<file path="config.mk">
export PLATFORM = sky130hd
export DESIGN_NAME = jog_pendant_quadrature_reporter
export DESIGN_NICKNAME = d
export VERILOG_FILES = /design/src/rtl/jpqr_pkg.sv /design/src/rtl/jpqr_core.sv /design/src/rtl/jog_pendant_quadrature_reporter.sv
export SDC_FILE = /design/constraint.sdc
export NUM_CORES = 1
export LEC_CHECK = 0
export ABC_AREA = 1
export BUFFER_PORTS_ARGS = -buffer_cell sky130_fd_sc_hd__buf_4
export CAP_MARGIN = 10
export CORE_MARGIN = 8
export CORE_UTILIZATION = 52
export CTS_CLUSTER_DIAMETER = 80
export DETAILED_ROUTE_END_ITERATION = 12
export GPL_ROUTABILITY_DRIVEN = 0
export GPL_TIMING_DRIVEN = 0
export PLACE_DENSITY = 0.75
export SYNTH_ARGS = -nofsm -noshare
export SYNTH_HDL_FRONTEND = slang
export SYNTH_HIERARCHICAL = 1
export SYNTH_SLANG_ARGS = --single-unit
export TNS_END_PERCENT = 10
</file>
<file path="constraint.sdc">
create_clock -name clk -period 4.2 [get_ports clk]
set_clock_uncertainty 0.05 [all_clocks]
set_input_delay 1.26 -clock clk [delete_from_list [all_inputs] [get_ports clk]]
set_output_delay 1.26 -clock clk [all_outputs]
set_load 0.02 [all_outputs]
</file>
<file path="src/rtl/jpqr_pkg.sv">
// Shared types and constants for the jog pendant quadrature reporter.
package jpqr_pkg;

  // Report kinds carried on the result channel
  typedef enum logic [1:0] {
    KIND_STOP  = 2'd0,
    KIND_READY = 2'd1,
    KIND_STEP  = 2'd2
  } jpqr_kind_t;

  // Pin history patterns, oldest pair in the high bits
  localparam logic [5:0] HIST_DOWN = 6'b10_11_01;
  localparam logic [5:0] HIST_UP   = 6'b01_11_10;

  // Magnification values
  localparam logic [6:0] MAG_NONE    = 7'd0;
  localparam logic [6:0] MAG_X1      = 7'd1;
  localparam logic [6:0] MAG_X10     = 7'd10;
  localparam logic [6:0] MAG_HUNDRED = 7'd100;

  // Reset value of the heartbeat limit
  localparam logic [7:0] IDLE_READY_RESET = 8'd10;

  // Input command codes
  localparam logic CMD_PIN  = 1'b0;
  localparam logic CMD_TICK = 1'b1;

  // One input item
  typedef struct packed {
    logic       command;
    logic       pin_a;
    logic       pin_b;
    logic       estop_level;
    logic [2:0] mag_switch_n;
    logic [3:0] axis_switch_n;
  } jpqr_item_t;

  // Decoder state
  typedef struct packed {
    logic [5:0]        pin_history;
    logic signed [7:0] step_accumulator;
    logic              was_stopped;
    logic [7:0]        idle_tick_count;
  } jpqr_state_t;

  // One result item
  typedef struct packed {
    jpqr_kind_t        report_kind;
    logic [2:0]        axis_number;
    logic [6:0]        magnification;
    logic signed [7:0] step_count;
  } jpqr_result_t;

endpackage

</file>
<file path="src/rtl/jpqr_core.sv">
// Single-pass step logic: next state and optional report for one item.
module jpqr_core (
  input  jpqr_pkg::jpqr_item_t   item,
  input  jpqr_pkg::jpqr_state_t  state,
  input  logic [7:0]             idle_ready_ticks,
  output jpqr_pkg::jpqr_state_t  state_next,
  output logic                   res_valid,
  output jpqr_pkg::jpqr_result_t result
);

  logic [5:0] hist_shift;
  logic [2:0] mags;
  logic [3:0] axes;
  logic [6:0] mag_sel;
  logic [2:0] axis_sel;
  logic       reported;
  logic [7:0] count_inc;

  // Decode the switch banks, highest active wins
  always_comb begin
    mags = ~item.mag_switch_n;
    axes = ~item.axis_switch_n;
    if (mags[2]) begin
      mag_sel = jpqr_pkg::MAG_HUNDRED;
    end else if (mags[1]) begin
      mag_sel = jpqr_pkg::MAG_X10;
    end else if (mags[0]) begin
      mag_sel = jpqr_pkg::MAG_X1;
    end else begin
      mag_sel = jpqr_pkg::MAG_NONE;
    end
    if (axes[3]) begin
      axis_sel = 3'd4;
    end else if (axes[2]) begin
      axis_sel = 3'd3;
    end else if (axes[1]) begin
      axis_sel = 3'd2;
    end else if (axes[0]) begin
      axis_sel = 3'd1;
    end else begin
      axis_sel = 3'd0;
    end
  end

  assign hist_shift = {state.pin_history[3:0], item.pin_b, item.pin_a};

  // Work out the new state and the report
  always_comb begin
    state_next         = state;
    reported           = 1'b0;
    count_inc          = 8'd0;
    result.report_kind = jpqr_pkg::KIND_READY;
    result.axis_number = 3'd0;
    result.magnification = jpqr_pkg::MAG_NONE;
    result.step_count  = 8'sd0;
    res_valid          = 1'b0;

    if (item.command == jpqr_pkg::CMD_PIN) begin
      // Shift in the pin pair and count a full detent
      state_next.pin_history = hist_shift;
      if (hist_shift == jpqr_pkg::HIST_DOWN) begin
        state_next.step_accumulator = state.step_accumulator - 8'sd1;
      end else if (hist_shift == jpqr_pkg::HIST_UP) begin
        state_next.step_accumulator = state.step_accumulator + 8'sd1;
      end
    end else begin
      if (item.estop_level) begin
        state_next.was_stopped = 1'b1;
        result.report_kind     = jpqr_pkg::KIND_STOP;
        reported               = 1'b1;
      end else if (state.was_stopped) begin
        state_next.was_stopped      = 1'b0;
        state_next.step_accumulator = 8'sd0;
        result.report_kind          = jpqr_pkg::KIND_READY;
        reported                    = 1'b1;
      end else begin
        state_next.step_accumulator = 8'sd0;
        if ((state.step_accumulator != 8'sd0) && (mag_sel != jpqr_pkg::MAG_NONE) &&
            (axis_sel != 3'd0)) begin
          result.report_kind   = jpqr_pkg::KIND_STEP;
          result.axis_number   = axis_sel;
          result.magnification = mag_sel;
          result.step_count    = state.step_accumulator;
          reported             = 1'b1;
        end
      end

      // Advance the heartbeat count, fire READY on a silent tick at the limit
      count_inc = (reported ? 8'd0 : state.idle_tick_count) + 8'd1;
      if (count_inc == idle_ready_ticks) begin
        state_next.idle_tick_count = 8'd0;
        if (!reported) begin
          result.report_kind = jpqr_pkg::KIND_READY;
          reported           = 1'b1;
        end
      end else begin
        state_next.idle_tick_count = count_inc;
      end
      res_valid = reported;
    end
  end

endmodule

</file>
<file path="src/rtl/jog_pendant_quadrature_reporter.sv">
// Top level of the jog pendant quadrature reporter: registers and handshakes.
//
//  channel   direction  handshake             payload
//  s_axis    in         s_tvalid / s_tready   s_tuser command, s_tdata pins and switches
//  m_axis    out        m_tvalid / m_tready   m_tuser report_kind, m_tdata axis, mag, steps
//  cfg       in         cfg_wr_en             cfg_wr_data idle_ready_ticks
//
// One item per cycle while m_tready does not stall: an item is held in the input
// register, and the step logic then updates the state and loads the result register.
// rst is synchronous; it clears the valid flags and the state but for
// was_stopped, which it sets, and sets the heartbeat limit to 10. A stall on
// m_tready holds the result register and, through the input register, s_tready.
module jog_pendant_quadrature_reporter (
  input  logic        clk,
  input  logic        rst,
  input  logic        s_tvalid,
  output logic        s_tready,
  input  logic [15:0] s_tdata,   // [0] pin_a, [1] pin_b, [2] estop_level,
                                 // [5:3] mag_switch_n, [9:6] axis_switch_n, rest zero
  input  logic        s_tuser,   // [0] command
  output logic        m_tvalid,
  input  logic        m_tready,
  output logic [23:0] m_tdata,   // [2:0] axis_number, [9:3] magnification,
                                 // [17:10] step_count, rest zero
  output logic [1:0]  m_tuser,   // [1:0] report_kind
  input  logic        cfg_wr_en,
  input  logic [7:0]  cfg_wr_data
);

  logic                   item_valid;
  jpqr_pkg::jpqr_item_t   item;
  jpqr_pkg::jpqr_state_t  state;
  jpqr_pkg::jpqr_state_t  state_next;
  logic [7:0]             idle_ready_ticks;
  logic                   res_valid;
  jpqr_pkg::jpqr_result_t result;
  jpqr_pkg::jpqr_result_t out_result;
  logic                   out_valid;
  logic                   advance;

  assign advance  = item_valid && (!out_valid || m_tready);
  assign s_tready = !item_valid || advance;

  // Hold the heartbeat limit
  always_ff @(posedge clk) begin
    if (rst) begin
      idle_ready_ticks <= jpqr_pkg::IDLE_READY_RESET;
    end else if (cfg_wr_en) begin
      idle_ready_ticks <= cfg_wr_data;
    end
  end

  // Capture an input transaction
  always_ff @(posedge clk) begin
    if (rst) begin
      item_valid <= 1'b0;
    end else if (s_tready) begin
      item_valid <= s_tvalid;
    end
  end

  always_ff @(posedge clk) begin
    if (s_tvalid && s_tready) begin
      item.command       <= s_tuser;
      item.pin_a         <= s_tdata[0];
      item.pin_b         <= s_tdata[1];
      item.estop_level   <= s_tdata[2];
      item.mag_switch_n  <= s_tdata[5:3];
      item.axis_switch_n <= s_tdata[9:6];
    end
  end

  jpqr_core u_core (
    .item             (item),
    .state            (state),
    .idle_ready_ticks (idle_ready_ticks),
    .state_next       (state_next),
    .res_valid        (res_valid),
    .result           (result)
  );

  // Advance the decoder state
  always_ff @(posedge clk) begin
    if (rst) begin
      state.pin_history      <= 6'd0;
      state.step_accumulator <= 8'sd0;
      state.was_stopped      <= 1'b1;
      state.idle_tick_count  <= 8'd0;
    end else if (advance) begin
      state <= state_next;
    end
  end

  // Result register
  always_ff @(posedge clk) begin
    if (rst) begin
      out_valid <= 1'b0;
    end else if (advance && res_valid) begin
      out_valid <= 1'b1;
    end else if (m_tready) begin
      out_valid <= 1'b0;
    end
  end

  always_ff @(posedge clk) begin
    if (advance && res_valid) begin
      out_result <= result;
    end
  end

  assign m_tvalid = out_valid;
  assign m_tuser  = out_result.report_kind;
  assign m_tdata  = {6'd0, out_result.step_count, out_result.magnification,
                     out_result.axis_number};

`ifndef SYNTHESIS
  // Only STEP reports carry axis, magnification and steps
  a_quiet_payload: assert property (@(posedge clk) disable iff (rst)
    (m_tvalid && (m_tuser != jpqr_pkg::KIND_STEP)) |-> (m_tdata == 24'd0))
    else $error("non-STEP report with nonzero payload");

  // A STEP report always names an axis, a magnification and nonzero steps
  a_step_full: assert property (@(posedge clk) disable iff (rst)
    (m_tvalid && (m_tuser == jpqr_pkg::KIND_STEP)) |->
    ((m_tdata[2:0] != 3'd0) && (m_tdata[9:3] != 7'd0) && (m_tdata[17:10] != 8'd0)))
    else $error("STEP report with empty field");

  // A pin change leaves the result register untouched
  a_pin_silent: assert property (@(posedge clk) disable iff (rst)
    (advance && (item.command == jpqr_pkg::CMD_PIN)) |=>
    ($stable(m_tdata) && $stable(m_tuser)))
    else $error("pin change altered the result register");

  // An emergency stop tick arms the was-stopped flag
  a_estop_arms: assert property (@(posedge clk) disable iff (rst)
    (advance && (item.command == jpqr_pkg::CMD_TICK) && item.estop_level) |=>
    state.was_stopped)
    else $error("estop tick did not arm the was-stopped flag");
`endif

endmodule

</file>
# [Word level (Yosys, flattened, before mapping)]
# Index checks and enable logic that the tools add are counted.
# Widths: inputs -> output; s select.
[totals] inputBits=30 elab_cells=73 reg_bits=62 output_inout_bits=28
[op_classes] reduce_logical=18 n_mux=27 n_bitwise=4 n_eq_ne=4 n_addsub=3
[op_table] op="$mux 8" n=6
[op_table] op="$mux 20" n=1
[op_table] op="$mux 7" n=2
[op_table] op="$mux 1" n=11
[op_table] op="$mux 3" n=3
[op_table] op="$add 8x1->8 const B" n=1
[op_table] op="$add 8x2->8 const B" n=1
[op_table] op="$eq 8x8->1" n=1
[op_table] op="$mux 2" n=4
[op_table] op="$reduce_bool 8->1" n=1
[op_table] op="$sub 8x2->8 const B" n=1
[op_table] op="$reduce_bool 7->1" n=1
[op_table] op="$eq 6x5->1 const B" n=1
[op_table] op="$eq 6x6->1 const B" n=1
[op_table] op="$reduce_bool 3->1" n=2
[op_table] op="$logic_and 1x1->1" n=5
[op_table] op="$not 4->4" n=1
[op_table] op="$reduce_and 2->1" n=2
[op_table] op="$reduce_or 4->1" n=1
[op_table] op="$not 3->3" n=1
[op_table] op="$reduce_and 3->1" n=1
[op_table] op="$logic_not 1->1" n=2
[op_table] op="$logic_or 1x1->1" n=2
[op_table] op="$ne 2x2->1 const B" n=1
[op_table] op="2 further kinds" n=3

# [Depth between registers and ports, before layout]
# Gate-level depths: netlist (run 1).
[depth] depth_word=18 depth_mapped=25 mapped_depth_nobuf=25

# [Cells and area by module]
# Netlist (run 1), hierarchy kept.
[modules_own_cells] module="jog_pendant_quadrature_reporter" seq_area_each_um2=1591.5 instances=1 area_each_um2=2469.9 cells_per_inst=238
[modules_own_cells] module="jpqr_core" seq_area_each_um2=0.0 instances=1 area_each_um2=1285.0 cells_per_inst=255

# [Least setup slack after synthesis (run 1)]
# Ideal clock, no wire load.
[synth_path] path_kind="flip-flop to flip-flop" startpoint="register, netlist name state[9]" endpoint="register out_result, in the netlist m_tdata[0] (enable)" period_less_slack_ns=3.636 arrival_time_ns=3.190 setup_slack_ns=0.564 setup_ns=0.397 path_buffers=0 t_required_ns=3.753 stages_incl_launch_ff=20 path_cell_list="dfxtp_1 -> inv_1 -> ha_1 -> nand2_4 -> nor2_4 -> nand2_4 -> nand3_4 -> nand3_4 -> inv_1 -> ha_1 -> xor2_1 -> nor2_1 -> nand3_1 -> nor2_1 -> nand2_1 -> nor2_4 -> nand2_4 -> a21oi_2 -> inv_1 -> nor2_1"
[synth_via] elab_chain_cells=13
[synth_rtl] element="$reduce_bool 8->1 (*)" line_no="jpqr_core.sv:78" source="if ((state.step_accumulator != 8'sd0) && (mag_sel != jpqr_pkg::MAG_NONE) &&"
[synth_rtl] element="$logic_and 1x1->1 (*) (2 in series)" line_no="jpqr_core.sv:78"
[synth_rtl] element="$mux 1 (*)" line_no="jpqr_core.sv:78"
[synth_rtl] element="$mux 1 (*)" line_no="jpqr_core.sv:71" source="end else if (state.was_stopped) begin"
[synth_rtl] element="$mux 1 (*)" line_no="jpqr_core.sv:67" source="if (item.estop_level) begin"
[synth_rtl] element="$mux 1 (*)" line_no="jpqr_core.sv:58" source="if (item.command == jpqr_pkg::CMD_PIN) begin"
[synth_rtl] element="$mux 8" line_no="jpqr_core.sv:89" source="count_inc = (reported ? 8'd0 : state.idle_tick_count) + 8'd1;"
[synth_rtl] element="$add 8x1->8" line_no="jpqr_core.sv:89"
[synth_rtl] element="$eq 8x8->1" line_no="jpqr_core.sv:90" source="if (count_inc == idle_ready_ticks) begin"
[synth_rtl] element="$mux 1 (*)" line_no="jpqr_core.sv:90"
[synth_rtl] element="$mux 1 (*)" line_no="jpqr_core.sv:58"
[synth_rtl] element="via res_valid" line_no="jog_pendant_quadrature_reporter.sv:35" source="logic res_valid;"
[synth_rtl] element="$logic_and 1x1->1 (*)" line_no="jog_pendant_quadrature_reporter.sv:106" source="if (advance && res_valid) begin"
[synth_rtl] element="end signal: assignment" line_no="jog_pendant_quadrature_reporter.sv:107" source="out_result <= result;"
[synth_rtl] element="end: declaration" line_no="jog_pendant_quadrature_reporter.sv:37" source="jpqr_pkg::jpqr_result_t out_result;"
# Mark *: on every way through the listed nets, which the timed path passes. The rest lies on a longest branch. The select of a mux whose other input is x is not followed.
# A chain may end at the register's enable or synchronous reset.

# [Worst setup path in the final report (run 1)]
[layout_path] startpoint="register, netlist name state[9]" endpoint="register out_result, in the netlist m_tdata[10] (enable)"
[layout_via] elab_chain_cells=13
[layout_rtl] element="$reduce_bool 8->1 (*)" line_no="jpqr_core.sv:78"
[layout_rtl] element="$logic_and 1x1->1 (*) (2 in series)" line_no="jpqr_core.sv:78"
[layout_rtl] element="$mux 1 (*)" line_no="jpqr_core.sv:78"
[layout_rtl] element="$mux 1 (*)" line_no="jpqr_core.sv:71"
[layout_rtl] element="$mux 1 (*)" line_no="jpqr_core.sv:67"
[layout_rtl] element="$mux 1 (*)" line_no="jpqr_core.sv:58"
[layout_rtl] element="$mux 8" line_no="jpqr_core.sv:89"
[layout_rtl] element="$add 8x1->8" line_no="jpqr_core.sv:89"
[layout_rtl] element="$eq 8x8->1" line_no="jpqr_core.sv:90"
[layout_rtl] element="$mux 1 (*)" line_no="jpqr_core.sv:90"
[layout_rtl] element="$mux 1 (*)" line_no="jpqr_core.sv:58"
[layout_rtl] element="via res_valid" line_no="jog_pendant_quadrature_reporter.sv:35"
[layout_rtl] element="$logic_and 1x1->1 (*)" line_no="jog_pendant_quadrature_reporter.sv:106"
# Marked as above.

==> results by stage, run 1 <==
Finish:
- Once layout is complete, the utilization of the core stands at 0.6378.
- The area added between synthesis and finish is 18.72%.
- In the final layout, the share of cells above drive strength 1 is 0.2380.
- The number of diodes added for antenna fixing is 0.
- With fillers left out, the area of the finished cells amounts to 4333 um2.
- The number of nets at the end of the flow is 570.
- The count of non-filler cells in the finished layout is 638.
- Counting the fill cells in the layout gives 580.

STA:
- For the final routed database, the setup TNS stands at 0 ns.
- The number of slew-limit violations in the final report came to 0.
- The fmax is 0.2740 GHz.
- The clock period minus worst slack is 3.649 ns.
- Hold is met by 0.4522 ns.
- Setup repair after global routing left no endpoint under its margin.
- Setup violations remaining at the end of the flow were counted as 0.
- The smallest setup slack after layout is 0.5510 ns.
- The worst slew margin relative to its limit is 0.4886.
- Of the available clock period, the critical path in the final layout requires 0.8688.
- The transition time of the tightest slew-check pin is 0.7600 ns.
- The total count of hold-check failures in the final report came to 0.

Detailed routing:
- Using the TritonRoute via totals, the vias-per-cell ratio works out to 5.141.
- After detailed routing, the average wire length per cell comes to 13.02 um.
- For this run, design rule violations remaining after detail routing come to 0.
- In this run the remaining antenna-violating nets after routing total 0.
- The initial detailed-routing violation count is 262.
- The first TritonRoute pass finished after 5 iterations.
- Wires add up to 8304 um.
- The total number of vias is 3280.

Clock tree:
- After clock tree synthesis, the flow added hold-fix buffers numbering 0.
- Once the clock tree was built, the setup fixing pass inserted 0 buffers.
- The TritonCTS sink count is 62.
- The clock insertion delay at the later pin of the skew report is 0.35 ns.
- Clock-pin slew was measured on the worst setup and hold paths at 0.07 ns.
- TritonCTS built the clock tree.
- The root buffer cell is sky130_fd_sc_hd__clkbuf_8.
- The H-tree was split into 3 levels.
- The quantity of gates resized following cts is 0.
- The number of CTS-inserted buffers is 9.
- No sink is reached through more buffers than the 2 on the longest clock path.

Yosys:
- The synthesized area per cell is 7.651 um2.
- Synthesis produced a netlist whose cell count is 477.
- After synthesis the cells add up to 3650 um2.
- The Yosys step of the flow raised 6 warnings.

Die:
- The boundary pin count is 58.
- The overall die area is 9955 um2.
- The area of the core is 6794 um2.
- The number of rows created at floorplan is 30.
- The height of the die is 99.78 um.
- From left edge to right edge, the die measures 99.78 um.
- The initial utilization of the core area, before any placement, comes to 0.5372.

Worst setup path:
- The worst setup path is of the flop to flop kind.
- The category of the worst setup path capture point is a flop.
- The critical path goes through inv_1, ha_1, nand2_4, nor2_4, nand2_4, nand3_4, nand3_4, inv_1, ha_1, xor2_1, nor2_1, nand3_1, nor2_1, nand2_1, nor2_4, nand2_4, a21oi_2, inv_1, nor2_4.
- The internal reg-to-reg setup slack is 0.55 ns.
- The critical-path cell with the highest stage delay is sky130_fd_sc_hd__nor2_4.
- The length in cells of the worst reg-to-reg path is 19.
- The cell family contributing the most delay on the critical path is simple AND/OR/NAND/NOR gates.
- In this design, the stage delay of the slowest critical-path cell is 0.48 ns.
- Tracing the worst setup path back leads to its startpoint at state[9].
- The endpoint identified for the worst register-to-register timing path is m_tdata[10].
- The most critical setup path has its endpoint at m_tdata[10].
- The critical register-to-register path startpoint is state[9].
- Along the worst path, the maximum fanout reaches 20.
- The kind of start point of the critical path is a flop.
- Counting both buffers and inverters, the worst setup path holds a total of 3.
- The required time of the critical path is 4.13 ns.
- The data arrival time of the critical path is 3.58 ns.
- The path length in cells of the critical path is 19.

Power:
- Summed over all cells, the static leakage comes to 1.997 nW.
- The switching power as a share of total power is 0.2825.
- The ratio of total power to cell area is 336.3 nW/um2.
- Total power for the finished layout comes to 1.457 mW.
- The internal power of the cells totals 1.046 mW.
- The clock network fraction of design power is 0.374.
- Summed over all nets, the switching power comes to 0.4117 mW.
- The share of total power dissipated in combinational logic is 0.147.
- The sequential power share is 0.479.
- The worst vdd rail ir drop is 0.2281 mV.

Job:
- The number of maximum-capacitance violations is 0.

Global route:
- The via count of the first global-routing pass was 3188.
- The first global-routing pass estimated 14190 um of wire.
- Summed over all layers, the global routing overflow is 0.
- Entering global routing, the biggest net connects 21 pins.
- The number of antenna violations at the first check in global routing is 0.
- In the global route stage, overall resource usage came out at 0.1756.

Place:
- The HPWL reported at the end of detailed placement is 6129 um.
- The number of placed cells counting well taps is 622.
- After detailed placement, the total cell area comes to 4121 um2.
- At the placement stage, the worst setup path has a slack of 0.2919 ns.
- During placement, the flow inserted port buffers numbering 44.

Hold path:
- The path category of the worst min-delay check is flop to flop.

Outcome:
- The run finished with clean final reports.
layout make-up:
class	count	area, um2	share of cell area
repair buffers	44	330.3	0.07623
flip-flops and latches	62	1551	0.3581
inverters	75	282.8	0.06526
clock inverters	6	68.82	0.01588
well taps	96	120.1	0.02772
multi-input cells	316	1633	0.3768
plain buffers	29	209.0	0.04822
clock buffers	10	137.6	0.03176
placed cells by master (no fill, tap or decap), drive strengths merged, types with 3 or more instances in the layout:
cell,count
buf,69
inv,74
clkinv,5
nor2,66
nand4,12
nand3,40
a21oi,29
conb,7
edfxtp,31
dfxtp,31
o21ai,30
o211ai,3
nand3b,3
nand2,114
ha,3
clkbuf,14
nor4,3
nor3,3
layer usage:
layer  wire (um)  share of wire  global-route usage  vias up
met5           0              0                   0        -
met4         187          0.023             0.09313        0
met3         475          0.057             0.03391       17
met2        4014           0.48              0.2878      118
met1        3627           0.44              0.2131     1511
li1            -              -                   -     1634
flip-flops by register name, indices dropped and copies added (netlist names):
signal,count
m_tuser,2
item,11
item_valid,1
m_tdata,18
idle_ready_ticks,8
state,21
m_tvalid,1
worst min-delay path by stage:
stage / from / to / slack [ns] / cells past startpoint
2_1_floorplan: idle_ready_ticks[3] / idle_ready_ticks[3] / 0.39 / 2
3_3_place_gp: state[3] / state[3] / 0.41 / 2
3_5_place_dp: state[3] / state[3] / 0.44 / 2
4_1_cts: state[3] / state[3] / 0.45 / 2
5_1_grt: state[3] / state[3] / 0.47 / 2
6_report: idle_ready_ticks[3] / idle_ready_ticks[3] / 0.45 / 2
power by group through the flow:
stage | Combinational [mW] | Sequential [mW] | Clock (mW)
floorplan | 0.145 | 0.713 | 0
global placement | 0.206 | 0.709 | 0
detailed placement | 0.212 | 0.710 | 0
CTS | 0.213 | 0.697 | 0.552
global route | 0.239 | 0.702 | 0.576
finish | 0.215 | 0.697 | 0.545
tightest hold or removal path: cells and delay by family, from the launching register on:
family	cells	cell delay (ns)
flip-flops	1	0.33
AND/OR/NAND/NOR	2	0.12
Note: power is estimated with default switching activity, not from simulation.
==> inputs of run 2 (changes only) <==
- ABC_AREA: 1 -> not set
==> results by stage, run 2 <==
Outcome:
- The flow ran to the end, and the final reports show no timing, DRC or antenna violations.

Power:
- Cell internal power was estimated by the tool at 0.9324 mW.
- The final total power is 1.249 mW.
- The sequential power share is 0.535.
- Across the VDD grid, the largest voltage drop is 0.2290 mV.
- Of the total power, combinational logic draws 0.107.
- The switching power as a share of total power is 0.2535.
- For this design the ratio of total power to cell area is 291.8 nW/um2.
- In this run the static leakage power is 1.648 nW.
- The clock network fraction of design power is 0.358.
- The switching power of the nets is 0.3165 mW.

Worst setup path:
- In this run the worst path has a maximum fanout of 10.
- The kind of start point of the critical path is a flop.
- The largest stage delay on the critical path is 0.40 ns.
- The worst setup path is captured at a flop.
- The cell that appears most often on the critical path is sky130_fd_sc_hd__buf_6.
- Traced cell by cell, the critical path runs through nor4_4, a31o_1, buf_6, o21a_2, and2_1, ha_2, nand3_4, nor3_4, o221ai_2, a222oi_1, and4_1, buf_6, a22o_4, nand2_2, nor2_4, buf_12.
- The data arrival time of the critical path is 4.01 ns.
- The length in cells of the worst reg-to-reg path is 16.
- The required time of the critical path is 4.20 ns.
- The slowest stage of the critical path is the sky130_fd_sc_hd__a222oi_1 cell.
- The type of the worst setup path is flop to flop.

STA:
- The setup violation total in the final timing report is 0.
- Of the available clock period, the critical path in the final layout requires 0.9535.
- Setup slack closes at 0.1954 ns.
- In this run the tightest slew margin relative to its limit is 0.5588.
- On the final layout, the worst hold slack is 0.4278 ns.
- The number of slew-limit violations in the final report is 0.
- For the final routed database, the setup TNS stands at 0 ns.
- The clock period minus worst slack is 4.005 ns.
- For this run, the top clock speed supported by timing is 0.2497 GHz.
- For the pin with the worst max-slew slack, the measured transition is 0.6574 ns.
- The total count of hold-check failures in the final report came to 0.

Clock tree:
- The clock insertion delay at the later pin of the skew report is 0.34 ns.
- The TritonCTS sink count is 62.
- The number of CTS-inserted buffers is 9.
- The root buffer cell is sky130_fd_sc_hd__clkbuf_8.
- After clock tree synthesis, the clock-pin slew on the worst setup and hold paths is 0.06 ns.
- The clock tree from TritonCTS is built.
- The clock passes through at most 2 buffers.
- CTS built an H-tree with a depth of 3.

Detailed routing:
- Summing over every cut layer, the via total after detailed routing is 2746.
- The first-pass iteration count of the detailed router is 4.
- The final layout contains routed wiring with a total length of 7814 um.
- Using the TritonRoute via totals, the vias-per-cell ratio works out to 5.470.
- The count of nets left with antenna violations once routing finished came out at 0.
- In the final routed layout, each cell accounts on average for 15.57 um.
- The initial detailed-routing violation count is 226.
- In the routed design, unresolved DRC markers number 0.

Yosys:
- Dividing the synthesized area by the synthesized cell count gives 10.18 um2.
- Yosys printed 6 warnings.
- The cell area that synthesis handed to floorplanning was 3613 um2.
- The post-synthesis instance total is 355.

Die:
- The height of the die is 99.36 um.
- Row generation in the floorplan step produced 30 rows.
- The die width is 99.36 um.
- The starting density of the core is 0.5348.
- During I/O placement, the number of pins put on the boundary was 58.
- The total area inside the core boundary comes to 6756 um2.
- The floorplan step defined a die boundary enclosing 9872 um2.

Finish:
- In the final layout, the share of cells above drive strength 1 is 0.2654.
- In the layout the commonest cells are sky130_fd_sc_hd__buf_4 (54), sky130_fd_sc_hd__nand2b_1 (42), sky130_fd_sc_hd__mux2i_1 (32), sky130_fd_sc_hd__edfxtp_1 (31), sky130_fd_sc_hd__dfxtp_1 (30).
- The area added between synthesis and finish is 18.46%.
- The repair_antennas step left the layout with diodes totalling 0.
- The leading cell type in the layout, fill and taps excluded is sky130_fd_sc_hd__buf_4.
- The net count of the finished layout is 450.
- After filler insertion, the fill cell instance count of the layout stands at 568.
- The flip-flop count of the largest register after layout is 21.
- Summing all non-filler instances in the final layout gives an area of 4280 um2.
- The largest register by flop count is state.

Hold path:
- The cell count of the worst hold path is 2.
- The path category of the worst min-delay check is flop to flop.

Place:
- The placed standard-cell area is 4058 um2.
- The HPWL reported at the end of detailed placement is 5569 um.
- The minimum setup slack after placement is -0.4278 ns.
- During placement, the flow inserted port buffers numbering 43.

Job:
- Across the run, the number of max-cap violations was 0.

Global route:
- The number of antenna violations at the first check in global routing is 0.
- The overflow left after global routing is 0.
- The maximum number of pins on one net before global-route repair is 12.
- The via count of the first global-routing pass is 2693.
- The first global-routing pass estimated 12720 um of wire.
- The aggregate global-route resource usage is 0.1607.
==> run 2: what timing repair did <==
action,in CTS,in global routing
buffers inserted,1,0
resized for setup,3,4
gates cloned,1,1
pin swaps,2,1
hold buffers,0,0
setup endpoints to repair,20,20
==> run 2: worst paths after layout <==
check / slack, ns / to / from
worst min register to register: 0.43 / state[12] / state[12]
worst max-delay path: 0.20 / m_tdata[13] / state[14]
worst min-delay path: 0.43 / state[12] / state[12]
worst max register to register: 0.20 / m_tdata[13] / state[14]
==> run 2: stage by stage <==
step	util	instances
finish	0.6335	502
global route	0.6335	502
CTS	0.6315	501
detailed placement	0.6006	483
global placement	0.6006	483
floorplan	-	360
==> run 2: layer usage <==
layer	share of wire	routed length (um)	GRT usage	vias up
met4	0.019	152	0.07334	0
met5	0	0	0	-
met1	0.47	3654	0.2025	1272
li1	-	-	-	1385
met3	0.047	369	0.03212	11
met2	0.47	3638	0.2588	78
==> run 2: power by group through the flow <==
stage | Clock, mW | Sequential, mW | Combinational [mW]
2_1_floorplan | 0 | 0.686 | 0.0804
3_3_place_gp | 0 | 0.681 | 0.126
3_5_place_dp | 0 | 0.682 | 0.129
4_1_cts | 0.454 | 0.669 | 0.133
5_1_grt | 0.483 | 0.671 | 0.142
6_report | 0.447 | 0.669 | 0.133
==> run 2: layout make-up <==
type,count,area (um2),area share
clock inverter,6,38.79,0.009062
multi-input combinational,262,1834,0.4285
buffer,32,261.5,0.06109
clock buffer,10,127.6,0.02982
tap,80,100.1,0.02338
sequential,62,1553,0.3628
timing repair buffer,44,342.8,0.08009
inverter,6,22.52,0.005262
==> run 2: critical path: cells and delay by family (launching register included) <==
family	cells	cell delay (ns)
fa+ha+maj	1	0.25
buf+inv	3	0.43
compound gates	5	1.10
simple gates	7	1.48
flops	1	0.39
